File: config.mk
export PLATFORM = sky130hd
export DESIGN_NAME = sorted_multiset_table
export DESIGN_NICKNAME = d
export VERILOG_FILES = /design/src/sv/smt_pkg.sv /design/src/sv/smt_ram.sv /design/src/sv/smt_cmp.sv /design/src/sv/sorted_multiset_table.sv
export VERILOG_INCLUDE_DIRS = /design/src /design/src/sv
export SDC_FILE = /design/constraint.sdc
export NUM_CORES = 1
export LEC_CHECK = 0
export BUFFER_PORTS_ARGS = -buffer_cell sky130_fd_sc_hd__buf_2
export CELL_PAD_IN_SITES_DETAIL_PLACEMENT = 0
export CELL_PAD_IN_SITES_GLOBAL_PLACEMENT = 1
export CORE_MARGIN = 2
export CORE_UTILIZATION = 54
export DETAILED_ROUTE_END_ITERATION = 8
export PLACE_DENSITY_LB_ADDON = 0.1
export SYNTH_ARGS = -nofsm -noshare
export SYNTH_HDL_FRONTEND = slang
export SYNTH_HIERARCHICAL = 1
export SYNTH_SLANG_ARGS = --single-unit
File: constraint.sdc
create_clock -name clk -period 7.75 [get_ports clk]
set_input_delay 1.1625 -clock clk [delete_from_list [all_inputs] [get_ports clk]]
set_output_delay 1.1625 -clock clk [all_outputs]
set_load 0.005 [all_outputs]
File: src/sv/sorted_multiset_table_defines.svh
// ----------------------------------------------------------------------------
// Sorted multiset table assertion macros
// Shared property wrappers for the checks in the RTL.
// ----------------------------------------------------------------------------
`ifndef SORTED_MULTISET_TABLE_DEFINES_SVH
`define SORTED_MULTISET_TABLE_DEFINES_SVH

// same-cycle implication, disabled during reset
`define SMT_ASSERT_NOW(label, ante, cons, msg) \
  label: assert property (@(posedge clk) disable iff (!rst_n) (ante) |-> (cons)) \
    else $error(msg);

// next-cycle implication, disabled during reset
`define SMT_ASSERT_NEXT(label, ante, cons, msg) \
  label: assert property (@(posedge clk) disable iff (!rst_n) (ante) |=> (cons)) \
    else $error(msg);

`endif

File: src/sv/smt_pkg.sv
// ----------------------------------------------------------------------------
// Sorted multiset table package
// Sizes, codes and shared types of the sorted key/count table.
// ----------------------------------------------------------------------------
`default_nettype none

package smt_pkg;

  localparam int DEPTH       = 16;
  localparam int KEY_WIDTH   = 32;
  localparam int COUNT_WIDTH = 16;

  localparam int IDX_W   = $clog2(DEPTH);
  localparam int CNT_W   = IDX_W + 1;
  localparam int ENTRY_W = KEY_WIDTH + COUNT_WIDTH;

  typedef enum logic [1:0] {
    OP_INSERT = 2'd0,
    OP_COUNT  = 2'd1,
    OP_GET    = 2'd2
  } op_t;

  typedef enum logic [1:0] {
    ST_OK    = 2'd0,
    ST_FULL  = 2'd1,
    ST_RANGE = 2'd2
  } status_t;

  typedef enum logic [2:0] {
    S_IDLE,
    S_SCAN,
    S_DECIDE,
    S_SHIFT,
    S_PLACE,
    S_GET_WAIT
  } state_t;

  typedef struct packed {
    logic [COUNT_WIDTH-1:0] cnt;
    logic [KEY_WIDTH-1:0]   key;
  } entry_t;

  typedef struct packed {
    logic eq;
    logic gt;
  } cmp_res_t;

endpackage

`default_nettype wire

File: src/sv/smt_ram.sv
// ----------------------------------------------------------------------------
// Generic RAM
// One write port, one read port with registered read data.
// ----------------------------------------------------------------------------
`default_nettype none

module smt_ram #(
  parameter int WIDTH = 8,
  parameter int DEPTH = 16
) (
  input  wire logic                     clk,
  input  wire logic                     we,
  input  wire logic [$clog2(DEPTH)-1:0] waddr,
  input  wire logic [WIDTH-1:0]         wdata,
  input  wire logic [$clog2(DEPTH)-1:0] raddr,
  output logic      [WIDTH-1:0]         rdata
);

  logic [WIDTH-1:0] mem [DEPTH];

  always_ff @(posedge clk) begin
    if (we) begin
      mem[waddr] <= wdata;
    end
    rdata <= mem[raddr];
  end

endmodule

`default_nettype wire

File: src/sv/smt_cmp.sv
// ----------------------------------------------------------------------------
// Key compare unit
// Equality and signed or unsigned greater-than of a stored key against a key.
// ----------------------------------------------------------------------------
`default_nettype none

module smt_cmp import smt_pkg::*; (
  input  wire logic [KEY_WIDTH-1:0] stored_key,
  input  wire logic [KEY_WIDTH-1:0] probe_key,
  input  wire logic                 key_signed,
  output cmp_res_t                  res
);

  logic [KEY_WIDTH-1:0] flip;
  logic [KEY_WIDTH-1:0] a_ord;
  logic [KEY_WIDTH-1:0] b_ord;

  // bias the sign bit so signed order becomes unsigned order
  assign flip  = {key_signed, {(KEY_WIDTH-1){1'b0}}};
  assign a_ord = stored_key ^ flip;
  assign b_ord = probe_key ^ flip;

  assign res.eq = (stored_key == probe_key);
  assign res.gt = (a_ord > b_ord);

endmodule

`default_nettype wire

File: src/sv/sorted_multiset_table.sv
// ----------------------------------------------------------------------------
// Sorted multiset table
// Count and insert scan the N entries in use, one compare each. Insert then
// raises the count of a key present, or shifts the entries from position p
// upward and writes a new key at p. Get reads the entry at a position; an
// out-of-range one needs no RAM read. One item at a time, paced by the single
// RAM read port and compare unit. Synchronous active-low reset empties the
// table and clears key order to unsigned; results cannot be stalled.
// ----------------------------------------------------------------------------
`default_nettype none

`include "sorted_multiset_table_defines.svh"

module sorted_multiset_table import smt_pkg::*; (
  input  wire logic                   clk,
  input  wire logic                   rst_n,
  input  wire logic                   cfg_we,
  input  wire logic                   cfg_wdata,
  input  wire logic                   start,
  output logic                        busy,
  input  wire logic [1:0]             in_opcode,
  input  wire logic [KEY_WIDTH-1:0]   in_key,
  input  wire logic [IDX_W-1:0]       in_position,
  output logic                        out_valid,
  output logic [IDX_W-1:0]            out_result_position,
  output logic [COUNT_WIDTH-1:0]      out_result_count,
  output logic [KEY_WIDTH-1:0]        out_result_key,
  output logic [1:0]                  out_status
);

  state_t state_r, state_nxt;

  logic                   key_signed_r;
  logic [CNT_W-1:0]       total_r, total_nxt;
  logic [1:0]             op_r, op_nxt;
  logic [KEY_WIDTH-1:0]   key_r, key_nxt;
  logic [CNT_W-1:0]       issue_r, issue_nxt;
  logic                   rvld_r, rvld_nxt;
  logic [IDX_W-1:0]       ridx_r, ridx_nxt;
  logic                   found_r, found_nxt;
  logic [IDX_W-1:0]       match_idx_r, match_idx_nxt;
  logic [COUNT_WIDTH-1:0] match_cnt_r, match_cnt_nxt;
  logic                   gt_found_r, gt_found_nxt;
  logic [CNT_W-1:0]       gt_idx_r, gt_idx_nxt;
  logic [CNT_W-1:0]       ins_idx_r, ins_idx_nxt;
  logic [CNT_W-1:0]       sh_idx_r, sh_idx_nxt;

  logic                   ov_r, ov_nxt;
  logic [IDX_W-1:0]       opos_r, opos_nxt;
  logic [COUNT_WIDTH-1:0] ocnt_r, ocnt_nxt;
  logic [KEY_WIDTH-1:0]   okey_r, okey_nxt;
  logic [1:0]             ost_r, ost_nxt;

  logic                   ram_we;
  logic [IDX_W-1:0]       ram_waddr;
  entry_t                 ram_wdata;
  logic [IDX_W-1:0]       ram_raddr;
  logic [ENTRY_W-1:0]     ram_rdata;
  entry_t                 rd_entry;
  cmp_res_t               cmp;
  logic                   accept;
  logic                   issuing;
  logic [COUNT_WIDTH-1:0] inc_cnt;

  assign accept   = start && !busy;
  assign busy     = (state_r != S_IDLE);
  assign rd_entry = entry_t'(ram_rdata);
  assign inc_cnt  = (match_cnt_r == {COUNT_WIDTH{1'b1}}) ? match_cnt_r
                                                        : match_cnt_r + 1'b1;
  assign issuing  = (state_r == S_SCAN)  ? (issue_r < total_r) :
                    (state_r == S_SHIFT) ? (sh_idx_r > ins_idx_r) : 1'b0;

  smt_ram #(
    .WIDTH (ENTRY_W),
    .DEPTH (DEPTH)
  ) u_ram (
    .clk   (clk),
    .we    (ram_we),
    .waddr (ram_waddr),
    .wdata (ram_wdata),
    .raddr (ram_raddr),
    .rdata (ram_rdata)
  );

  smt_cmp u_cmp (
    .stored_key (rd_entry.key),
    .probe_key  (key_r),
    .key_signed (key_signed_r),
    .res        (cmp)
  );

  always_comb begin
    state_nxt = state_r;
    case (state_r)
      S_IDLE: begin
        if (accept) begin
          case (in_opcode)
            OP_INSERT, OP_COUNT: state_nxt = S_SCAN;
            OP_GET: begin
              if ({1'b0, in_position} < total_r) state_nxt = S_GET_WAIT;
            end
            default: state_nxt = S_IDLE;
          endcase
        end
      end
      S_SCAN: begin
        if (!issuing) state_nxt = S_DECIDE;
      end
      S_DECIDE: begin
        if (op_r == OP_INSERT && !found_r && total_r < CNT_W'(DEPTH)) begin
          state_nxt = S_SHIFT;
        end else begin
          state_nxt = S_IDLE;
        end
      end
      S_SHIFT: begin
        if (!issuing && !rvld_r) state_nxt = S_PLACE;
      end
      S_PLACE:    state_nxt = S_IDLE;
      S_GET_WAIT: state_nxt = S_IDLE;
      default:    state_nxt = S_IDLE;
    endcase
  end

  always_comb begin
    total_nxt     = total_r;
    op_nxt        = op_r;
    key_nxt       = key_r;
    issue_nxt     = issue_r;
    rvld_nxt      = 1'b0;
    ridx_nxt      = ridx_r;
    found_nxt     = found_r;
    match_idx_nxt = match_idx_r;
    match_cnt_nxt = match_cnt_r;
    gt_found_nxt  = gt_found_r;
    gt_idx_nxt    = gt_idx_r;
    ins_idx_nxt   = ins_idx_r;
    sh_idx_nxt    = sh_idx_r;
    ov_nxt        = 1'b0;
    opos_nxt      = '0;
    ocnt_nxt      = '0;
    okey_nxt      = '0;
    ost_nxt       = ST_OK;
    ram_we        = 1'b0;
    ram_waddr     = ridx_r + 1'b1;
    ram_wdata     = rd_entry;
    ram_raddr     = in_position;
    case (state_r)
      S_IDLE: begin
        if (accept) begin
          op_nxt       = in_opcode;
          key_nxt      = in_key;
          issue_nxt    = '0;
          found_nxt    = 1'b0;
          gt_found_nxt = 1'b0;
          if (in_opcode == OP_GET && {1'b0, in_position} >= total_r) begin
            ov_nxt  = 1'b1;
            ost_nxt = ST_RANGE;
          end
        end
      end
      S_SCAN: begin
        ram_raddr = issue_r[IDX_W-1:0];
        if (issuing) begin
          rvld_nxt  = 1'b1;
          ridx_nxt  = issue_r[IDX_W-1:0];
          issue_nxt = issue_r + 1'b1;
        end
        if (rvld_r) begin
          if (cmp.eq && !found_r) begin
            found_nxt     = 1'b1;
            match_idx_nxt = ridx_r;
            match_cnt_nxt = rd_entry.cnt;
          end
          if (cmp.gt && !gt_found_r) begin
            gt_found_nxt = 1'b1;
            gt_idx_nxt   = {1'b0, ridx_r};
          end
        end
      end
      S_DECIDE: begin
        ins_idx_nxt = gt_found_r ? gt_idx_r : total_r;
        sh_idx_nxt  = total_r;
        if (op_r == OP_INSERT) begin
          if (found_r) begin
            ram_we        = 1'b1;
            ram_waddr     = match_idx_r;
            ram_wdata.key = key_r;
            ram_wdata.cnt = inc_cnt;
            ov_nxt        = 1'b1;
            opos_nxt      = match_idx_r;
            ocnt_nxt      = inc_cnt;
          end else if (total_r >= CNT_W'(DEPTH)) begin
            ov_nxt  = 1'b1;
            ost_nxt = ST_FULL;
          end
        end else begin
          ov_nxt = 1'b1;
          if (found_r) begin
            opos_nxt = match_idx_r;
            ocnt_nxt = match_cnt_r;
          end
        end
      end
      S_SHIFT: begin
        ram_raddr = IDX_W'(sh_idx_r - 1'b1);
        if (issuing) begin
          rvld_nxt   = 1'b1;
          ridx_nxt   = IDX_W'(sh_idx_r - 1'b1);
          sh_idx_nxt = sh_idx_r - 1'b1;
        end
        if (rvld_r) begin
          ram_we = 1'b1;
        end
      end
      S_PLACE: begin
        ram_we        = 1'b1;
        ram_waddr     = ins_idx_r[IDX_W-1:0];
        ram_wdata.key = key_r;
        ram_wdata.cnt = COUNT_WIDTH'(1);
        total_nxt     = total_r + 1'b1;
        ov_nxt        = 1'b1;
        opos_nxt      = ins_idx_r[IDX_W-1:0];
        ocnt_nxt      = COUNT_WIDTH'(1);
      end
      S_GET_WAIT: begin
        ov_nxt   = 1'b1;
        opos_nxt = ridx_r;
        ocnt_nxt = rd_entry.cnt;
        okey_nxt = rd_entry.key;
      end
      default: begin
        ov_nxt = 1'b0;
      end
    endcase
    // capture the get position for the read in flight
    if (state_r == S_IDLE) ridx_nxt = in_position;
  end

  always_ff @(posedge clk) begin
    if (!rst_n) begin
      state_r      <= S_IDLE;
      total_r      <= '0;
      key_signed_r <= 1'b0;
      rvld_r       <= 1'b0;
      ov_r         <= 1'b0;
    end else begin
      state_r <= state_nxt;
      total_r <= total_nxt;
      rvld_r  <= rvld_nxt;
      ov_r    <= ov_nxt;
      if (cfg_we) key_signed_r <= cfg_wdata;
    end
  end

  always_ff @(posedge clk) begin
    op_r        <= op_nxt;
    key_r       <= key_nxt;
    issue_r     <= issue_nxt;
    ridx_r      <= ridx_nxt;
    found_r     <= found_nxt;
    match_idx_r <= match_idx_nxt;
    match_cnt_r <= match_cnt_nxt;
    gt_found_r  <= gt_found_nxt;
    gt_idx_r    <= gt_idx_nxt;
    ins_idx_r   <= ins_idx_nxt;
    sh_idx_r    <= sh_idx_nxt;
    opos_r      <= opos_nxt;
    ocnt_r      <= ocnt_nxt;
    okey_r      <= okey_nxt;
    ost_r       <= ost_nxt;
  end

  assign out_valid           = ov_r;
  assign out_result_position = opos_r;
  assign out_result_count    = ocnt_r;
  assign out_result_key      = okey_r;
  assign out_status          = ost_r;

  `SMT_ASSERT_NOW(a_strobe_idle, out_valid, state_r == S_IDLE, "result while busy")
  `SMT_ASSERT_NOW(a_total_max, 1'b1, total_r <= CNT_W'(DEPTH), "entry total overflow")
  `SMT_ASSERT_NOW(a_shift_room, state_r == S_SHIFT, total_r < CNT_W'(DEPTH), "shift when full")
  `SMT_ASSERT_NOW(a_full_flag, out_valid && out_status == ST_FULL, total_r == CNT_W'(DEPTH), "full")
  `SMT_ASSERT_NEXT(a_place_grow, state_r == S_PLACE, total_r == $past(total_r) + 1'b1, "no growth")

endmodule

`default_nettype wire

After elaboration in Yosys (flattened, before gate mapping). Memory sizes are Yosys's and may differ from the RTL's. A register that Yosys moved wholly into a read port is not among the register bits. Index checks and enable logic that the tools add are counted.

Word-level logic and storage cells: 147. Bits of input ports: 43. Memories: 1. Register bits after elaboration: 144. RAM bits: 768.

Bitwise operators: 2. Multiplexer cells: 59. Order comparisons: 7. Reduce and logical (&&, ||, !) cells: 32. Equality and inequality tests: 20. Add/subtract/negate cells: 5.

Memories: u_ram.mem (depth 16, bits a word 48, read ports 1, clocked after Yosys merged registers in 1, wr ports 1, line smt_ram.sv:19) `logic [WIDTH-1:0] mem [DEPTH];`.

Operators with widths (number): two-way mux 48 bit (2); case mux 48 bit (2 select lines) (1); two-way mux 16 bit (4); bitwise XOR 32 bit (2); case mux 16 bit (3 select lines) (1); == test 32 bit (1); greater-than comparator 32 bit (1); two-way mux 4 bit (7); case mux 4 bit (2 select lines) (3); two-way mux 1 bit (21); case mux 5 bit (2 select lines) (2); adder 16 x 1 -> 16 bit, second input constant (1); == test 16 bit, second input constant (1); two-way mux 5 bit (3); two-way mux 3 bit (4); case mux 3 bit (4 select lines) (1); case mux 4 bit (3 select lines) (1); AND reduction 3 bit (4); AND reduction 4 bit (3); adder 5 x 1 -> 5 bit, second input constant (2); inequality test 2 bit, second input constant (5); logical AND 1 bit (7); == test 3 x 2 -> 1 bit, second input constant (2); == test 3 bit, second input constant (2); other kinds (26) (44).

Longest topological paths before layout.
Word-level depth: 7. Gate-level depth with buffers: 11. Gate-level depth less buffers: 10.

Hierarchy. The synthesis kept the hierarchy.

By module, submodules not included: smt_ram (cells an instance 1242, area an instance 29691.0 um^2, seq. area each 24023.0 um^2, instances 1); sorted_multiset_table (cells an instance 657, area an instance 6590.1 um^2, seq. area each 3673.5 um^2, instances 1); smt_cmp (cells an instance 116, area an instance 837.1 um^2, seq. area each 0.0 um^2, instances 1).

Worst setup path before layout. Ideal clock, no wire load.

Path kind: flip-flop to flip-flop. From: reg state_r[1]. To: mem u_ram/mem[0][0] in the netlist's numbering (enable). Setup time: 513 ps. Setup slack: 2047 ps. Period minus slack after synthesis: 5703 ps. Stages on the path, launching flop included: 9. Required time: 7237 ps. Arrival time: 5190 ps. Buffers on the path: 2. Path through: dfxtp_1 > nor2b_1 > nand3_1 > a21o_1 > clkbuf_1 > clkbuf_1 > nand2_1 > or3b_2 > nor3_1.

Word-level cells in the longest chain between the ends: 4. Elaborated cells between the ends (all ways): 7. Those cells by class: eq/ne: 3; mux: 4.

RTL lines: from (decl) (line sorted_multiset_table.sv:31) `state_t state_r, state_nxt;`; from (signal assigned) (line sorted_multiset_table.sv:248) `state_r <= state_nxt;`; == test 3 bit / == test 3 x 2 -> 1 bit (equally long branches) (line sorted_multiset_table.sv:148) `case (state_r)`; case mux 1 bit (3 select lines) (*) (line sorted_multiset_table.sv:148); via ram_we (line sorted_multiset_table.sv:54) `logic ram_we;`; two-way mux 1 bit (*) (line smt_ram.sv:22) `if (we) begin`; two-way mux 1 bit (not written as such) (*) (line smt_ram.sv:23) `mem[waddr] <= wdata;`; to (decl) (line smt_ram.sv:19).

The timed path passes the listed nets; every way through them passes the cells marked *.

Final worst setup path.
From: reg state_r[0]. To: mem u_ram/mem[11][15] in the netlist's numbering (enable).

Elaborated cells between the ends (all ways): 7. Those cells by class: eq/ne: 3; mux: 4.

RTL lines: == test 3 bit / == test 3 x 2 -> 1 bit (equally long branches) (line sorted_multiset_table.sv:148); case mux 4 bit (2 select lines) (*) (line sorted_multiset_table.sv:148); via ram_waddr[0] (line sorted_multiset_table.sv:55) `logic [IDX_W-1:0] ram_waddr;`.

Marked as above.

==> results.py <==
metrics = {
    "clock_tree": {
        "numCtsBuffers": 97,
        "htree_levels": 3,
        "clk_pin_slew_worst_paths_ns": 0.06,
        "cts_setup_buffers": 0,
        "postCtsHoldBufs": 0,
        "clock-sinks": 960,
        "clock_path_buffers": 3,
        "cts-root-buf": "clkbuf_16",
        "cts_tree": "done",
        "clk_latency_ns": 0.64,
        "post_cts_resize_count": 0,
    },
    "timing": {
        "setup_slack_ns": 3.031,
        "hold_viol_final": 0,
        "period_minus_slack_ns": 4.719,
        "setup_viol": 0,
        "worst_clock_skew_ns": 0.01477,
        "worstMarginPinSlew_ns": 1.299,
        "finalCritPeriodShare_pct": 60.89,
        "setup_tns_ns": 0,
        "rsz0062_at_grt": "no",
        "slew_viol_final": 0,
        "slew_headroom_pct": 12.80,
        "fmax_ghz": 0.2119,
    },
    "worst_setup_path": {
        "slowest_delay_ns": 0.92,
        "path_cells": "or4bb_1 -> nor2_2 -> a22oi_1 -> o21ai_0 -> nand2_1 -> nor2_4 -> buf_4",
        "worst_setup_path_start_kind": "flop",
        "crit_required_ns": 8.01,
        "path_class": "flop to flop",
        "cp_max_fo": 26,
        "end_kind": "flop",
        "crit_slowest_cell": "nor2_4",
        "worstPathArrival_ns": 4.98,
    },
    "synth": {
        "yosys_warnings": 6,
        "synthArstFlopShare_pct": 0,
        "yosys.area.top_type_share_pct": 68.52,
        "synth-seq-cells": 960,
        "synth_edf_count": 847,
        "synth_area_leaders": "edfxtp_1 69%, mux4_2 12%, dfxtp_1 6.1%",
        "synth_area_per_cell_um2": 18.42,
        "syn_inst": 2015,
        "synth_cell_types": 66,
        "syn_area_um2": 37120,
        "yosys_most_used_dff": "edfxtp_1",
        "yosysSeqAreaShare_pct": 74.62,
        "syn-num-nets": 2107,
        "yosysTopAreaCell": "edfxtp_1",
    },
    "routing": {
        "totalWireLength_mm": 84.42,
        "drtPass1Iterations": 5,
        "vias": 18920,
        "drt_iter0_markers": 1891,
        "drc": 0,
        "antenna_left": 0,
        "vias_per_cell": 6.068,
        "wl_per_cell_um": 27.08,
    },
    "power_and_ir_drop": {
        "p_leak_nw": 14.31,
        "finalPower_mw": 15.29,
        "pwr_density_cell_nw_per_um2": 364.8,
        "peakVddDrop_uv": 216.7,
    },
    "layout": {
        "area_growth_pct": 12.93,
        "fin_nets": 2245,
        "layout-drive-gt1-share_pct": 22.94,
        "final_cells": 3118,
        "n_fill_cell": 4851,
        "antenna_cells": 0,
    },
    "floorplan": {
        "die_area_um2": 70850,
        "fp.dieH_um": 266.2,
        "core_um2": 68350,
        "die_width_um": 266.2,
        "io_pins": 99,
        "rows": 96,
        "start_util_pct": 54.31,
    },
    "outcome": {
        "outcome": "complete, no violations",
    },
    "flow_run": {
        "cap_violations": 0,
    },
    "grt": {
        "grt_pass1_vias": 19260,
        "grt_max_degree": 146,
        "antenna_found_initial": 3,
        "grt_overflow": 0,
        "grt_first_pass_wirelength_mm": 125.2,
        "grt_use_total_pct": 24.35,
    },
    "placement": {
        "dp_slack_ns": 3.081,
        "post-dp-hpwl_mm": 47.63,
        "gp_congestion": 0.8572,
        "dp.cells": 2936,
        "io_buffers": 98,
    },
    "hold_path": {
        "min_path_type": "flop to flop",
    },
}
sequential cells by signal (all words and copies together), names as in the netlist, 16 cells and up:
name / count
out_result_count: 16
match_cnt_r: 16
u_ram/rdata: 48
out_result_key: 32
key_r: 32
u_ram/mem: 768
report_power, final:
group	internal, mW	switching [mW]	total (mW)
Clock	2.71	1.88	4.59
Sequential	6.75	0.276	7.02
Combinational	1.34	2.33	3.67
Total	10.8	4.49	15.3
cells by family after synthesis:
kind of cell,count (synthesis),share of synthesized area (%)
XOR/XNOR,30,0.7079
AND/OR/NAND/NOR,374,4.706
flip-flops,960,74.62
adder cells (fa/ha/maj),49,1.652
AO/OA/AOI/OAI,245,4.557
multiplexers,204,11.98
buffers and inverters,153,1.783
layout by cell type (no fill, tap or decap), types with 4 or more instances in the layout:
cell type | Yosys | layout
o21ai_0 | 34 | 32
a21o_1 | 17 | 16
clkbuf_8 | 0 | 12
nand2_1 | 210 | 210
o21ai_1 | 13 | 13
bufinv_16 | 0 | 7
clkbuf_16 | 0 | 100
nor4_1 | 4 | 4
a211oi_1 | 8 | 8
clkbuf_1 | 49 | 30
buf_4 | 18 | 34
a22oi_1 | 100 | 100
mux4_2 | 192 | 192
inv_1 | 56 | 55
nand4_1 | 16 | 16
xor2_1 | 12 | 12
buf_2 | 10 | 98
ha_1 | 49 | 49
nor2_1 | 41 | 27
clkinv_2 | 0 | 17
xnor2_1 | 18 | 18
nor3_1 | 12 | 8
and2_1 | 35 | 34
nand3_1 | 18 | 18
dfxtp_1 | 113 | 113
nor3_2 | 0 | 4
edfxtp_1 | 847 | 847
mux2i_1 | 11 | 11
a21oi_1 | 36 | 35
nand2b_1 | 7 | 7
or2_2 | 4 | 4
clkinv_1 | 1 | 14
a32o_1 | 4 | 4
nor2_4 | 1 | 15
critical path: cells and delay by family, from the launching register on:
kind	cells	cell delay, ns
simple gates	4	2.68
flops	1	0.48
compound gates	2	0.54
buf+inv	1	0.62
per-stage QoR:
step | hold WS (ns) | area [um2] | util (%)
3_5_place_dp | 0.4676 | 38760 | 56.71
5_1_grt | 0.4892 | 41920 | 61.33
6_report | 0.4781 | 41920 | 61.33
4_1_cts | 0.4828 | 41920 | 61.33
2_1_floorplan | 0.4299 | 37120 | -
3_3_place_gp | 0.4450 | 38760 | 56.71
final timing paths:
check | from | to | slack, ns | depth (start not counted)
max | state_r[0] | u_ram/mem[11][15] | 3.03 | 7
min | u_ram/rdata[40] | match_cnt_r[8] | 0.48 | 0
max reg2reg | state_r[0] | u_ram/mem[11][15] | 3.03 | 7
min reg2reg | u_ram/rdata[40] | match_cnt_r[8] | 0.48 | 0
layout make-up:
class / count / area [um2] / share of cell area (%)
timing repair buffer: 135 / 805.8 / 1.922
clock buffer: 142 / 2780 / 6.632
inverter: 57 / 214.0 / 0.5104
tap: 882 / 1104 / 2.633
clock inverter: 40 / 376.6 / 0.8985
multi-input combinational: 902 / 8941 / 21.33
sequential: 960 / 27700 / 66.07
synthesized netlist by cell type (3+ instances only):
library cell and instances:
a211oi_1 8, a21o_1 17, a21oi_1 36, a22oi_1 100, a32o_1 4, and2_1 35, buf_1 18, buf_2 10
buf_4 18, clkbuf_1 49, dfxtp_1 113, edfxtp_1 847, ha_1 49, inv_1 56, mux2i_1 11, mux4_2 192
nand2_1 210, nand2b_1 7, nand3_1 18, nand3b_1 3, nand4_1 16, nor2_1 41, nor2b_1 5, nor3_1 12
nor3b_1 3, nor4_1 4, o211ai_1 3, o211ai_2 3, o21ai_0 34, o21ai_1 13, o31ai_1 3, or2_2 4
xnor2_1 18, xor2_1 12
metal layers:
layer  up-vias  part of all wire [%]  global-route usage [%]
met1      9912                    43                   34.62
met2       600                    50                   40.02
met4         0                   1.8                   6.104
met5         -                     0                       0
li1       8304                     -                       -
met3       103                   5.9                   3.817
Power figures use the tool's default switching activity.
